$ cat src/rtl/core/cbps_pkg.sv
// Shared types and codes for the charger bus poll sequencer.
// No dependencies; imported by every module of the block.
package cbps_pkg;

  localparam int CFG_W = 16;
  localparam int CFG_IDX_W = 3;

  typedef enum logic [1:0] {
    OP_TICK  = 2'd0,
    OP_DONE  = 2'd1,
    OP_SET   = 2'd2,
    OP_STOP  = 2'd3
  } op_t;

  typedef enum logic [2:0] {
    DK_STATE = 3'd0,
    DK_POWER = 3'd1,
    DK_EON   = 3'd2,
    DK_ETOT  = 3'd3,
    DK_WRITE = 3'd4
  } done_kind_t;

  typedef enum logic [2:0] {
    REQ_NONE  = 3'd0,
    REQ_STATE = 3'd1,
    REQ_POWER = 3'd2,
    REQ_EON   = 3'd3,
    REQ_ETOT  = 3'd4,
    REQ_WRITE = 3'd5
  } req_kind_t;

  typedef enum logic [2:0] {
    CS_DISCONNECTED = 3'd0,
    CS_CONNECTED    = 3'd1,
    CS_CHARGING     = 3'd2,
    CS_DERATING     = 3'd3,
    CS_ERROR        = 3'd4
  } charge_state_t;

  typedef enum logic [5:0] {
    ST_IDLE  = 6'b000001,
    ST_STATE = 6'b000010,
    ST_POWER = 6'b000100,
    ST_EON   = 6'b001000,
    ST_ETOT  = 6'b010000,
    ST_WRITE = 6'b100000
  } step_t;

  localparam logic [2:0] CFG_POLL    = 3'd0;
  localparam logic [2:0] CFG_REFRESH = 3'd1;
  localparam logic [2:0] CFG_STUCK   = 3'd2;
  localparam logic [2:0] CFG_MIN     = 3'd3;
  localparam logic [2:0] CFG_MAX     = 3'd4;

  // raw charger state register codes
  localparam logic [15:0] RAW_DISC_A = 16'd2;
  localparam logic [15:0] RAW_DISC_B = 16'd3;
  localparam logic [15:0] RAW_CONN_A = 16'd4;
  localparam logic [15:0] RAW_CONN_B = 16'd5;
  localparam logic [15:0] RAW_CONN_C = 16'd6;
  localparam logic [15:0] RAW_CHARGE = 16'd7;
  localparam logic [15:0] RAW_DERATE = 16'd8;

  typedef struct packed {
    logic [1:0]  op;
    logic [2:0]  done_kind;
    logic        success;
    logic [31:0] value;
    logic [7:0]  amps;
  } item_t;

  typedef struct packed {
    logic [2:0]  request_kind;
    logic [11:0] request_value;
    logic        link_reset;
    logic [2:0]  charge_state;
    logic        link_online;
    logic [15:0] power_reading;
    logic [31:0] energy_since_on;
    logic [31:0] energy_lifetime;
    logic [7:0]  setpoint_out;
  } result_t;

  function automatic logic [2:0] map_state(input logic [15:0] raw);
    logic [2:0] cs;
    unique case (raw) inside
      RAW_DISC_A, RAW_DISC_B:             cs = CS_DISCONNECTED;
      RAW_CONN_A, RAW_CONN_B, RAW_CONN_C: cs = CS_CONNECTED;
      RAW_CHARGE:                         cs = CS_CHARGING;
      RAW_DERATE:                         cs = CS_DERATING;
      default:                            cs = CS_ERROR;
    endcase
    return cs;
  endfunction

endpackage

$ cat src/rtl/core/charger_bus_poll_sequencer_unit.sv
// Top level of the charger bus poll sequencer.
// Depends on cbps_pkg, cbps_in_stage, cbps_engine and cbps_out_stage.
//
//   channel | handshake             | payload
//   --------+-----------------------+---------------------------------------
//   in      | in_valid / in_ready   | op, done_kind, success, value, amps
//   out     | out_valid / out_ready | request and status fields
//   cfg     | cfg_we                | cfg_index, cfg_wdata
//
// One transfer per cycle sustained while out_ready stays high; each item passes
// from input transfer to result transfer through the input register, then the
// result register, with the update logic between the two registers.
// Reset is synchronous, active low; configuration returns to its defaults.
// A stalled result holds the input register, which then drops in_ready.
module charger_bus_poll_sequencer_unit
  import cbps_pkg::*;
#(
  parameter int TIME_WIDTH = 16
) (
  input  logic                 clk,
  input  logic                 rst_n,
  input  logic                 in_valid,
  output logic                 in_ready,
  input  logic [1:0]           in_op,
  input  logic [2:0]           in_done_kind,
  input  logic                 in_success,
  input  logic [31:0]          in_value,
  input  logic [7:0]           in_amps,
  output logic                 out_valid,
  input  logic                 out_ready,
  output logic [2:0]           out_request_kind,
  output logic [11:0]          out_request_value,
  output logic                 out_link_reset,
  output logic [2:0]           out_charge_state,
  output logic                 out_link_online,
  output logic [15:0]          out_power_reading,
  output logic [31:0]          out_energy_since_on,
  output logic [31:0]          out_energy_lifetime,
  output logic [7:0]           out_setpoint_out,
  input  logic                 cfg_we,
  input  logic [CFG_IDX_W-1:0] cfg_index,
  input  logic [CFG_W-1:0]     cfg_wdata
);

  item_t   in_item, item;
  logic    item_valid, go;
  result_t result, out_result;

  assign in_item.op        = in_op;
  assign in_item.done_kind = in_done_kind;
  assign in_item.success   = in_success;
  assign in_item.value     = in_value;
  assign in_item.amps      = in_amps;

  cbps_in_stage u_in (
    .clk        (clk),
    .rst_n      (rst_n),
    .in_valid   (in_valid),
    .in_ready   (in_ready),
    .in_item    (in_item),
    .take       (go),
    .item_valid (item_valid),
    .item       (item)
  );

  cbps_engine #(
    .TIME_WIDTH (TIME_WIDTH)
  ) u_engine (
    .clk       (clk),
    .rst_n     (rst_n),
    .cfg_we    (cfg_we),
    .cfg_index (cfg_index),
    .cfg_wdata (cfg_wdata),
    .go        (go),
    .item      (item),
    .result    (result)
  );

  cbps_out_stage u_out (
    .clk        (clk),
    .rst_n      (rst_n),
    .item_valid (item_valid),
    .result     (result),
    .go         (go),
    .out_valid  (out_valid),
    .out_ready  (out_ready),
    .out_result (out_result)
  );

  assign out_request_kind    = out_result.request_kind;
  assign out_request_value   = out_result.request_value;
  assign out_link_reset      = out_result.link_reset;
  assign out_charge_state    = out_result.charge_state;
  assign out_link_online     = out_result.link_online;
  assign out_power_reading   = out_result.power_reading;
  assign out_energy_since_on = out_result.energy_since_on;
  assign out_energy_lifetime = out_result.energy_lifetime;
  assign out_setpoint_out    = out_result.setpoint_out;

endmodule

$ cat src/rtl/core/cbps_in_stage.sv
// Input register of the poll sequencer: holds one accepted transfer.
// Depends on cbps_pkg.
module cbps_in_stage
  import cbps_pkg::*;
(
  input  logic  clk,
  input  logic  rst_n,
  input  logic  in_valid,
  output logic  in_ready,
  input  item_t in_item,
  input  logic  take,
  output logic  item_valid,
  output item_t item
);

  logic  valid_r, valid_nxt;
  item_t item_r;

  assign in_ready   = !valid_r || take;
  assign valid_nxt  = (in_valid && in_ready) ? 1'b1 : (take ? 1'b0 : valid_r);
  assign item_valid = valid_r;
  assign item       = item_r;

  always_ff @(posedge clk) begin
    if (!rst_n) begin
      valid_r <= 1'b0;
    end else begin
      valid_r <= valid_nxt;
    end
  end

  always_ff @(posedge clk) begin
    if (in_valid && in_ready) begin
      item_r <= in_item;
    end
  end

endmodule

$ cat src/rtl/core/cbps_engine.sv
// Sequencer state, configuration registers and the per-item update logic.
// Depends on cbps_pkg.
module cbps_engine
  import cbps_pkg::*;
#(
  parameter int TIME_WIDTH = 16
) (
  input  logic                 clk,
  input  logic                 rst_n,
  input  logic                 cfg_we,
  input  logic [CFG_IDX_W-1:0] cfg_index,
  input  logic [CFG_W-1:0]     cfg_wdata,
  input  logic                 go,
  input  item_t                item,
  output result_t              result
);

  localparam int CMP_W = (TIME_WIDTH > CFG_W) ? TIME_WIDTH : CFG_W;

  logic [15:0] poll_r, refresh_r, stuck_r;
  logic [7:0]  min_r, max_r;

  step_t                 step_r, step_nxt;
  logic                  wdue_r, wdue_nxt;
  logic                  cwp_r, cwp_nxt;
  logic                  adv_r, adv_nxt;
  logic [TIME_WIDTH-1:0] spoll_r, spoll_nxt;
  logic [TIME_WIDTH-1:0] srefr_r, srefr_nxt;
  logic [TIME_WIDTH-1:0] ssucc_r, ssucc_nxt;
  logic [7:0]            setp_r, setp_nxt;
  logic [2:0]            cstate_r, cstate_nxt;
  logic                  online_r, online_nxt;
  logic [15:0]           power_r, power_nxt;
  logic [31:0]           eon_r, eon_nxt;
  logic [31:0]           etot_r, etot_nxt;

  logic [2:0]  req;
  logic        lreset;
  logic [11:0] setp_x10;

  function automatic logic [TIME_WIDTH-1:0] bump(input logic [TIME_WIDTH-1:0] t);
    return (t == {TIME_WIDTH{1'b1}}) ? t : t + 1'b1;
  endfunction

  always_ff @(posedge clk) begin
    if (!rst_n) begin
      poll_r    <= 16'd1000;
      refresh_r <= 16'd10000;
      stuck_r   <= 16'd10000;
      min_r     <= 8'd6;
      max_r     <= 8'd16;
    end else if (cfg_we) begin
      case (cfg_index)
        CFG_POLL:    poll_r    <= cfg_wdata;
        CFG_REFRESH: refresh_r <= cfg_wdata;
        CFG_STUCK:   stuck_r   <= cfg_wdata;
        CFG_MIN:     min_r     <= cfg_wdata[7:0];
        CFG_MAX:     max_r     <= cfg_wdata[7:0];
        default: ;
      endcase
    end
  end

  always_comb begin
    step_nxt   = step_r;
    wdue_nxt   = wdue_r;
    cwp_nxt    = cwp_r;
    adv_nxt    = adv_r;
    spoll_nxt  = spoll_r;
    srefr_nxt  = srefr_r;
    ssucc_nxt  = ssucc_r;
    setp_nxt   = setp_r;
    cstate_nxt = cstate_r;
    online_nxt = online_r;
    power_nxt  = power_r;
    eon_nxt    = eon_r;
    etot_nxt   = etot_r;
    req        = REQ_NONE;
    lreset     = 1'b0;

    case (item.op)
      OP_TICK: begin
        spoll_nxt = bump(spoll_r);
        srefr_nxt = bump(srefr_r);
        ssucc_nxt = bump(ssucc_r);
        if (adv_r) begin
          adv_nxt = 1'b0;
          unique case (step_r)
            ST_STATE: begin step_nxt = ST_POWER; req = REQ_POWER; end
            ST_POWER: begin step_nxt = ST_EON;   req = REQ_EON;   end
            ST_EON:   begin step_nxt = ST_ETOT;  req = REQ_ETOT;  end
            ST_ETOT: begin
              if (wdue_r) begin
                step_nxt = ST_WRITE;
                cwp_nxt  = 1'b1;
                req      = REQ_WRITE;
              end else begin
                step_nxt = ST_IDLE;
              end
            end
            default: step_nxt = ST_IDLE;
          endcase
        end
        if (step_nxt == ST_IDLE &&
            CMP_W'(spoll_nxt) >= CMP_W'(poll_r)) begin
          spoll_nxt = '0;
          wdue_nxt  = CMP_W'(srefr_nxt) >= CMP_W'(refresh_r);
          if (wdue_nxt) begin
            srefr_nxt = '0;
          end
          step_nxt = ST_STATE;
          req      = REQ_STATE;
        end
        if (CMP_W'(ssucc_nxt) >= CMP_W'(stuck_r)) begin
          lreset    = 1'b1;
          req       = REQ_NONE;
          step_nxt  = ST_IDLE;
          cwp_nxt   = 1'b0;
          ssucc_nxt = '0;
        end
      end
      OP_DONE: begin
        if (item.done_kind <= DK_WRITE) begin
          if (item.success) begin
            ssucc_nxt = '0;
          end
          case (item.done_kind)
            DK_STATE: begin
              online_nxt = item.success;
              if (item.success) cstate_nxt = map_state(item.value[15:0]);
              adv_nxt = 1'b1;
            end
            DK_POWER: begin
              online_nxt = item.success;
              if (item.success) power_nxt = item.value[15:0];
              adv_nxt = 1'b1;
            end
            DK_EON: begin
              if (item.success) eon_nxt = item.value;
              adv_nxt = 1'b1;
            end
            DK_ETOT: begin
              if (item.success) etot_nxt = item.value;
              adv_nxt = 1'b1;
            end
            default: begin
              online_nxt = item.success;
              if (cwp_r) begin
                cwp_nxt = 1'b0;
                adv_nxt = 1'b1;
              end
            end
          endcase
        end
      end
      OP_SET: begin
        if (item.amps < min_r) begin
          setp_nxt = min_r;
        end else if (item.amps > max_r) begin
          setp_nxt = max_r;
        end else begin
          setp_nxt = item.amps;
        end
        req = REQ_WRITE;
      end
      default: begin
        setp_nxt = 8'd0;
        req      = REQ_WRITE;
      end
    endcase
  end

  // times ten as 8x + 2x
  assign setp_x10 = {1'b0, setp_nxt, 3'b000} + {3'b000, setp_nxt, 1'b0};

  always_comb begin
    result.request_kind    = req;
    result.request_value   = (req == REQ_WRITE) ? setp_x10 : 12'd0;
    result.link_reset      = lreset;
    result.charge_state    = cstate_nxt;
    result.link_online     = online_nxt;
    result.power_reading   = power_nxt;
    result.energy_since_on = eon_nxt;
    result.energy_lifetime = etot_nxt;
    result.setpoint_out    = setp_nxt;
  end

  always_ff @(posedge clk) begin
    if (!rst_n) begin
      step_r   <= ST_IDLE;
      wdue_r   <= 1'b0;
      cwp_r    <= 1'b0;
      adv_r    <= 1'b0;
      spoll_r  <= '0;
      srefr_r  <= '0;
      ssucc_r  <= '0;
      setp_r   <= 8'd0;
      cstate_r <= CS_DISCONNECTED;
      online_r <= 1'b0;
      power_r  <= 16'd0;
      eon_r    <= 32'd0;
      etot_r   <= 32'd0;
    end else if (go) begin
      step_r   <= step_nxt;
      wdue_r   <= wdue_nxt;
      cwp_r    <= cwp_nxt;
      adv_r    <= adv_nxt;
      spoll_r  <= spoll_nxt;
      srefr_r  <= srefr_nxt;
      ssucc_r  <= ssucc_nxt;
      setp_r   <= setp_nxt;
      cstate_r <= cstate_nxt;
      online_r <= online_nxt;
      power_r  <= power_nxt;
      eon_r    <= eon_nxt;
      etot_r   <= etot_nxt;
    end
  end

endmodule

$ cat src/rtl/core/cbps_out_stage.sv
// Result register of the poll sequencer; loads while the previous result drains.
// Depends on cbps_pkg.
module cbps_out_stage
  import cbps_pkg::*;
(
  input  logic    clk,
  input  logic    rst_n,
  input  logic    item_valid,
  input  result_t result,
  output logic    go,
  output logic    out_valid,
  input  logic    out_ready,
  output result_t out_result
);

  logic    valid_r, valid_nxt;
  result_t res_r;

  assign go         = item_valid && (!valid_r || out_ready);
  assign valid_nxt  = go ? 1'b1 : ((valid_r && out_ready) ? 1'b0 : valid_r);
  assign out_valid  = valid_r;
  assign out_result = res_r;

  always_ff @(posedge clk) begin
    if (!rst_n) begin
      valid_r <= 1'b0;
    end else begin
      valid_r <= valid_nxt;
    end
  end

  always_ff @(posedge clk) begin
    if (go) begin
      res_r <= result;
    end
  end

endmodule

$ cat config.mk
export PLATFORM = sky130hd
export DESIGN_NAME = charger_bus_poll_sequencer_unit
export DESIGN_NICKNAME = d
export VERILOG_FILES = /design/src/rtl/core/cbps_pkg.sv /design/src/rtl/core/charger_bus_poll_sequencer_unit.sv /design/src/rtl/core/cbps_in_stage.sv /design/src/rtl/core/cbps_engine.sv /design/src/rtl/core/cbps_out_stage.sv
export SDC_FILE = /design/constraint.sdc
export NUM_CORES = 1
export LEC_CHECK = 0
export BUFFER_PORTS_ARGS = -buffer_cell sky130_fd_sc_hd__buf_2
export CORE_AREA = 4 4 197 199
export DETAILED_ROUTE_END_ITERATION = 10
export DIE_AREA = 0 0 201 203
export PLACE_DENSITY = 0.62
export SLEW_MARGIN = 25
export SYNTH_ARGS = -nofsm -noshare
export SYNTH_HDL_FRONTEND = slang
export SYNTH_HIERARCHICAL = 1
export SYNTH_SLANG_ARGS = --single-unit
$ cat constraint.sdc
create_clock -name clk -period 15 [get_ports clk]
set_input_delay 1.5 -clock clk [delete_from_list [all_inputs] [get_ports clk]]
set_output_delay 1.5 -clock clk [all_outputs]
set_load 0.1 [all_outputs]
[After elaboration in Yosys (flattened, before gate mapping)]
Index checks and enable logic that the tools add are counted.
Word-level totals
  output and inout port bits: 110
  bits of input ports: 70
  word-level logic and storage cells: 166
  register bits after elaboration: 369
Operators by class
  equality and inequality tests: 32
  $lt $le $gt $ge: 6
  multiplexer cells: 61
  add/sub/neg operators: 4
  reductions and logical operators: 29
Operator list (number)
  $mux 32: 8
  $mux 16: 13
  $eq 16x3->1 const B: 4
  $add 16x1->16 const B: 3
  $eq 16x16->1 const B: 3
  $ge 16x16->1: 3
  $eq 16x2->1 const B: 2
  $pmux 16 s2: 1
  $mux 6: 5
  $mux 3: 8
  $pmux 3 s4: 2
  $pmux 6 s4: 1
  $mux 1: 17
  $eq 16x4->1 const B: 1
  $mux 8: 2
  $pmux 8 s2: 1
  $add 11x9->12: 1
  $eq 3x2->1 const B: 4
  $reduce_and 2->1: 6
  $gt 8x8->1: 1
  $lt 8x8->1: 1
  $reduce_and 4->1: 2
  $reduce_and 7->1: 1
  $eq 3x1->1 const B: 2
  25 further kinds: 40

[Depth between registers and ports, before layout]
  depth in word-level cells: 10
  mapped depth: 19
  depth with buffers taken out: 18

[Cells and area by module]
The synthesis kept the hierarchy.
By module, submodules not included
  cbps_engine: area each 12418.2 um^2, times used 1, seq. area each 4264.1 um^2, cells each 1595
  cbps_out_stage: area each 3290.7 um^2, times used 1, seq. area each 3263.1 um^2, cells each 112
  cbps_in_stage: area each 1438.9 um^2, times used 1, seq. area each 1401.3 um^2, cells each 51

[Worst setup path before layout]
Ideal clock, no wire load.
  path kind: input port to output port
  start point: in out_ready
  end point: out in_ready
  required time: 13.500 ns
  path slack: 6.024 ns
  arrival: 7.476 ns
  stages: 3
  buffers on the path: 0
  path through: nor2b_4 -> nor2b_1 -> nand2b_4
Between the ends
  longest elaborated chain between the ends: 3
RTL lines
  from (decl): RTL line charger_bus_poll_sequencer_unit.sv:30  | input logic out_ready,
  $logic_or 1x1->1: RTL line cbps_out_stage.sv:19  | assign go = item_valid && (!valid_r || out_ready);
  $logic_and 1x1->1: RTL line cbps_out_stage.sv:19
  named net go: RTL line charger_bus_poll_sequencer_unit.sv:46  | logic item_valid, go;
  $logic_or 1x1->1: RTL line cbps_in_stage.sv:19  | assign in_ready = !valid_r || take;
  to (decl): RTL line charger_bus_poll_sequencer_unit.sv:23  | output logic in_ready,
The timed path passes the listed nets, and every way through them passes these cells.

[Worst setup path after layout]
  start point: reg u_engine.ssucc_r[4]
  end point: reg u_out.res_r, in the netlist u_out/out_result[104] (data pin)
Between the ends
  longest elaborated chain between the ends: 6
  elaborated cells on any way between the ends: 7
  those cells by class: 1 x add/sub; 1 x order compare; 2 x eq/ne; 3 x mux
RTL lines
  from (decl): RTL line cbps_engine.sv:29  | logic [TIME_WIDTH-1:0] ssucc_r, ssucc_nxt;
  from (signal assigned): RTL line cbps_engine.sv:210  | ssucc_r <= ssucc_nxt;
  $add 16x1->16 or $eq 16x16->1 (tied branches): RTL line cbps_engine.sv:42  | return (t == {TIME_WIDTH{1'b1}}) ? t : t + 1'b1;
  $mux 16 (*): RTL line cbps_engine.sv:42
  $ge 16x16->1 (*): RTL line cbps_engine.sv:114  | if (CMP_W'(ssucc_nxt) >= CMP_W'(stuck_r)) begin
  $mux 3 (*): RTL line cbps_engine.sv:114
  $pmux 3 s2 (*): RTL line cbps_engine.sv:81  | case (item.op)
  $eq 3x3->1 (*): RTL line cbps_engine.sv:178  | result.request_value = (req == REQ_WRITE) ? setp_x10 : 12'd0;
  to (signal assigned): RTL line cbps_out_stage.sv:34  | res_r <= result;
  to (decl): RTL line cbps_out_stage.sv:17  | result_t res_r;
Mark *: on every way between the ends. The rest lies on a longest branch, timed or not.
A chain may end at the register's enable or synchronous reset.

==> out/qor.csv <==
stage,metric,value,unit
synth,syn-cell-area,17100,sq um
critical_path,arrival,5010,ps
clocking,cts.path.max_buffers,3,
die,coreArea,37200,sq um
synth,ys_warn_count,6,
grt,grt_start_max_net_pins,92,
timing,fmax,217,MHz
detailed_routing,drt-initial-drc-count,893,
layout,final_common_cell,nand2_1,
clocking,cts.repair.resized,0,
timing,finClkSkew,24.3,ps
pwr,powerDensity,123,nW/um^2
layout,area_growth,15.8,%
layout,num-fill-cells,3252,
detailed_routing,routed-via-count,13100,
layout,nets,2039,
worst_hold_path,hold_class,register to register,
clocking,cts_sinks,369,
detailed_routing,routedWlPerCell,17.4,um
layout,instances_no_fill,2404,
flow_run,cap_violations,0,
detailed_routing,ant_nets,0,
critical_path,critical_path_class,register to register,
detailed_routing,drt-total-wl,41.9,mm
timing,timing.final.crit_share,30.7,%
clocking,hold_buffers,0,
placed_design,hpwl,27.5,mm
pwr,vdd_drop_max,0.0679,mV
timing,tns,0,ps
synth,avgSynthCellArea,9.75,sq um
die,rows,71,
grt,antenna_found_initial,1,
die,io_pins,180,
die,start_util,46.1,%
clocking,cts.htree.levels,2,
timing,slew_headroom,33.4,%
clocking,clkLatencyLatePin,580,ps
critical_path,required,15400,ps
timing,drv_slew,0,
synth,synth_edf_count,154,
critical_path,cp_max_fo,13,
timing,setup_viol,0,
timing,grt_setup_unrepaired,no,
synth,synth.ff_latch_count,369,
critical_path,critPathLaunchType,register,
die,die_w,201,um
layout,drive_gt1_share,19.2,%
grt,track_usage,19.9,%
grt,grt_pass1_vias,12500,
clocking,cts_root_buf,clkbuf_16,
synth,synth.distinct_cells,82,
die,dieArea,40800,sq um
pwr,p_leak,7.83,nW
critical_path,endpoint_kind,register,
clocking,path_clk_slew,60,ps
timing,tightest_slew,999,ps
clocking,cts_inserted_buffers,42,
die,dieHeight,203,um
synth,ys_seq_area_share,52.1,%
synth,postSynthCellCount,1758,
timing,fin_crit,4610,ps
timing,hold_viol,0,
outcome,status,finished clean,
synth,ys.flop_type,dfxtp_1,
detailed_routing,drt-pass1-iter-count,5,
placed_design,port_buffers,179,
detailed_routing,post-route-drc-count,0,
grt,overflow,0,
placed_design,post-place-cells,2326,
synth,async_flop_share,0,%
clocking,cts_setup_buffers,0,
detailed_routing,vias_per_cell,5.46,
synth,synth_nets,1901,
layout,mostFrequentLayoutCells,"323 x nand2_1, 215 x dfxtp_1, 179 x buf_2",
placed_design,routabilityCongestion,0.843,
clocking,cts_tree,done,
grt,grt_pass1_wl,66.8,mm
sequential cells by signal, indices dropped and copies added (netlist names):
name / flops
u_out/out_valid: 1
u_engine/wdue_r: 1
u_engine/stuck_r: 16
u_engine/refresh_r: 16
u_in/item_valid: 1
u_engine/min_r: 8
u_engine/cwp_r: 1
u_engine/eon_r: 32
u_out/out_result: 108
u_engine/srefr_r: 16
u_in/item: 46
u_engine/online_r: 1
u_engine/ssucc_r: 16
u_engine/step_r: 6
u_engine/cstate_r: 3
u_engine/max_r: 8
u_engine/setp_r: 8
u_engine/power_r: 16
u_engine/poll_r: 16
u_engine/adv_r: 1
u_engine/etot_r: 32
u_engine/spoll_r: 16
cells by family (layout without fill, tap and decap cells):
| kind of cell | after synthesis | count (layout) | share of synthesized area (%) |
|---|---|---|---|
| simple gates | 613 | 613 | 16.4 |
| flops | 369 | 369 | 52.1 |
| compound gates | 367 | 367 | 13.2 |
| buf+inv | 201 | 372 | 4.71 |
| mux | 102 | 102 | 6.55 |
| fa+ha+maj | 73 | 73 | 5.37 |
| xor+xnor | 32 | 32 | 1.63 |
| other cells | 1 | 2 | 0.0219 |
area by class of cell:
class                      instances  area, sq um  area share [%]
clock inverter                    20          307            1.54
antenna                            1         2.50          0.0126
multi-input combinational       1188         7450            37.5
clock buffer                      57         1190            5.99
inverter                         102          388            1.95
timing repair buffer             193         1000            5.04
tap                              474          593            2.99
sequential                       369         8930            45.0
synthesized netlist by cell type (16+ instances only):
library cell,instances,area (sq um)
inv_1,102,383
o211ai_1,42,315
mux2_2,80,901
xnor2_1,24,210
ha_1,72,901
o22ai_1,21,131
a31oi_1,20,125
edfxtp_1,154,4620
nand3_1,44,220
nand4_1,21,131
o21ai_0,39,195
nor2_1,94,353
mux2i_1,20,200
buf_2,22,110
a21oi_1,168,841
nand2_1,323,1210
nor3_1,22,110
nor2b_1,16,100
clkbuf_1,63,236
dfxtp_1,215,4300
path summary, 6_finish.rpt:
kind / start / to / slack, ps / cells past startpoint
max: u_engine/ssucc_r[4]$_SDFFE_PN0P_ / u_out/out_result[104]$_DFFE_PP_ / 10390 / 14
min: u_engine/etot_r[4]$_SDFFE_PN0P_ / u_engine/etot_r[4]$_SDFFE_PN0P_ / 450 / 2
max reg2reg: u_engine/ssucc_r[4]$_SDFFE_PN0P_ / u_out/out_result[104]$_DFFE_PP_ / 10390 / 14
min reg2reg: u_engine/etot_r[4]$_SDFFE_PN0P_ / u_engine/etot_r[4]$_SDFFE_PN0P_ / 450 / 2
critical path, cell delays in order, from the launching register on:
cell and delay, ps:
dfxtp_1 470, nand4_1 240, nor3_2 320, nand4_1 440
nand3_1 260, nor3_1 110, xor2_1 160, ha_1 310
a21o_1 170, a21o_1 170, a221o_1 350, a221oi_2 280
o21a_1 530, a31oi_2 330, nor4b_2 300
metal layers:
metal  vias up  part of all wire, %  GRT usage (%)
met5         -                    0              0
met4         0                  2.4           6.88
met3        65                  4.5           3.13
met2       285                   47           32.4
met1      6261                   46           27.3
li1       6505                    -              -
report_power, final:
group          switching (mW)  internal [mW]
Sequential             0.0200           1.08
Combinational           0.206         0.0460
Clock                   0.424          0.666
metrics by stage:
| stage | hold slack, ps | setup slack (ps) | cell area [sq um] | power (mW) | utilization (%) |
|---|---|---|---|---|---|
| detailed placement | 443 | 10390 | 18300 | 1.38 | 49.3 |
| finish | 452 | 10390 | 19900 | 2.44 | 53.3 |
| global placement | 438 | 10400 | 18300 | 1.37 | 49.3 |
| CTS | 451 | 10390 | 19800 | 2.47 | 53.3 |
| global route | 463 | 9940 | 19900 | 2.53 | 53.3 |
| floorplan | 433 | 6020 | 17100 | 1.32 | - |
(Power assumes the default switching activity.)
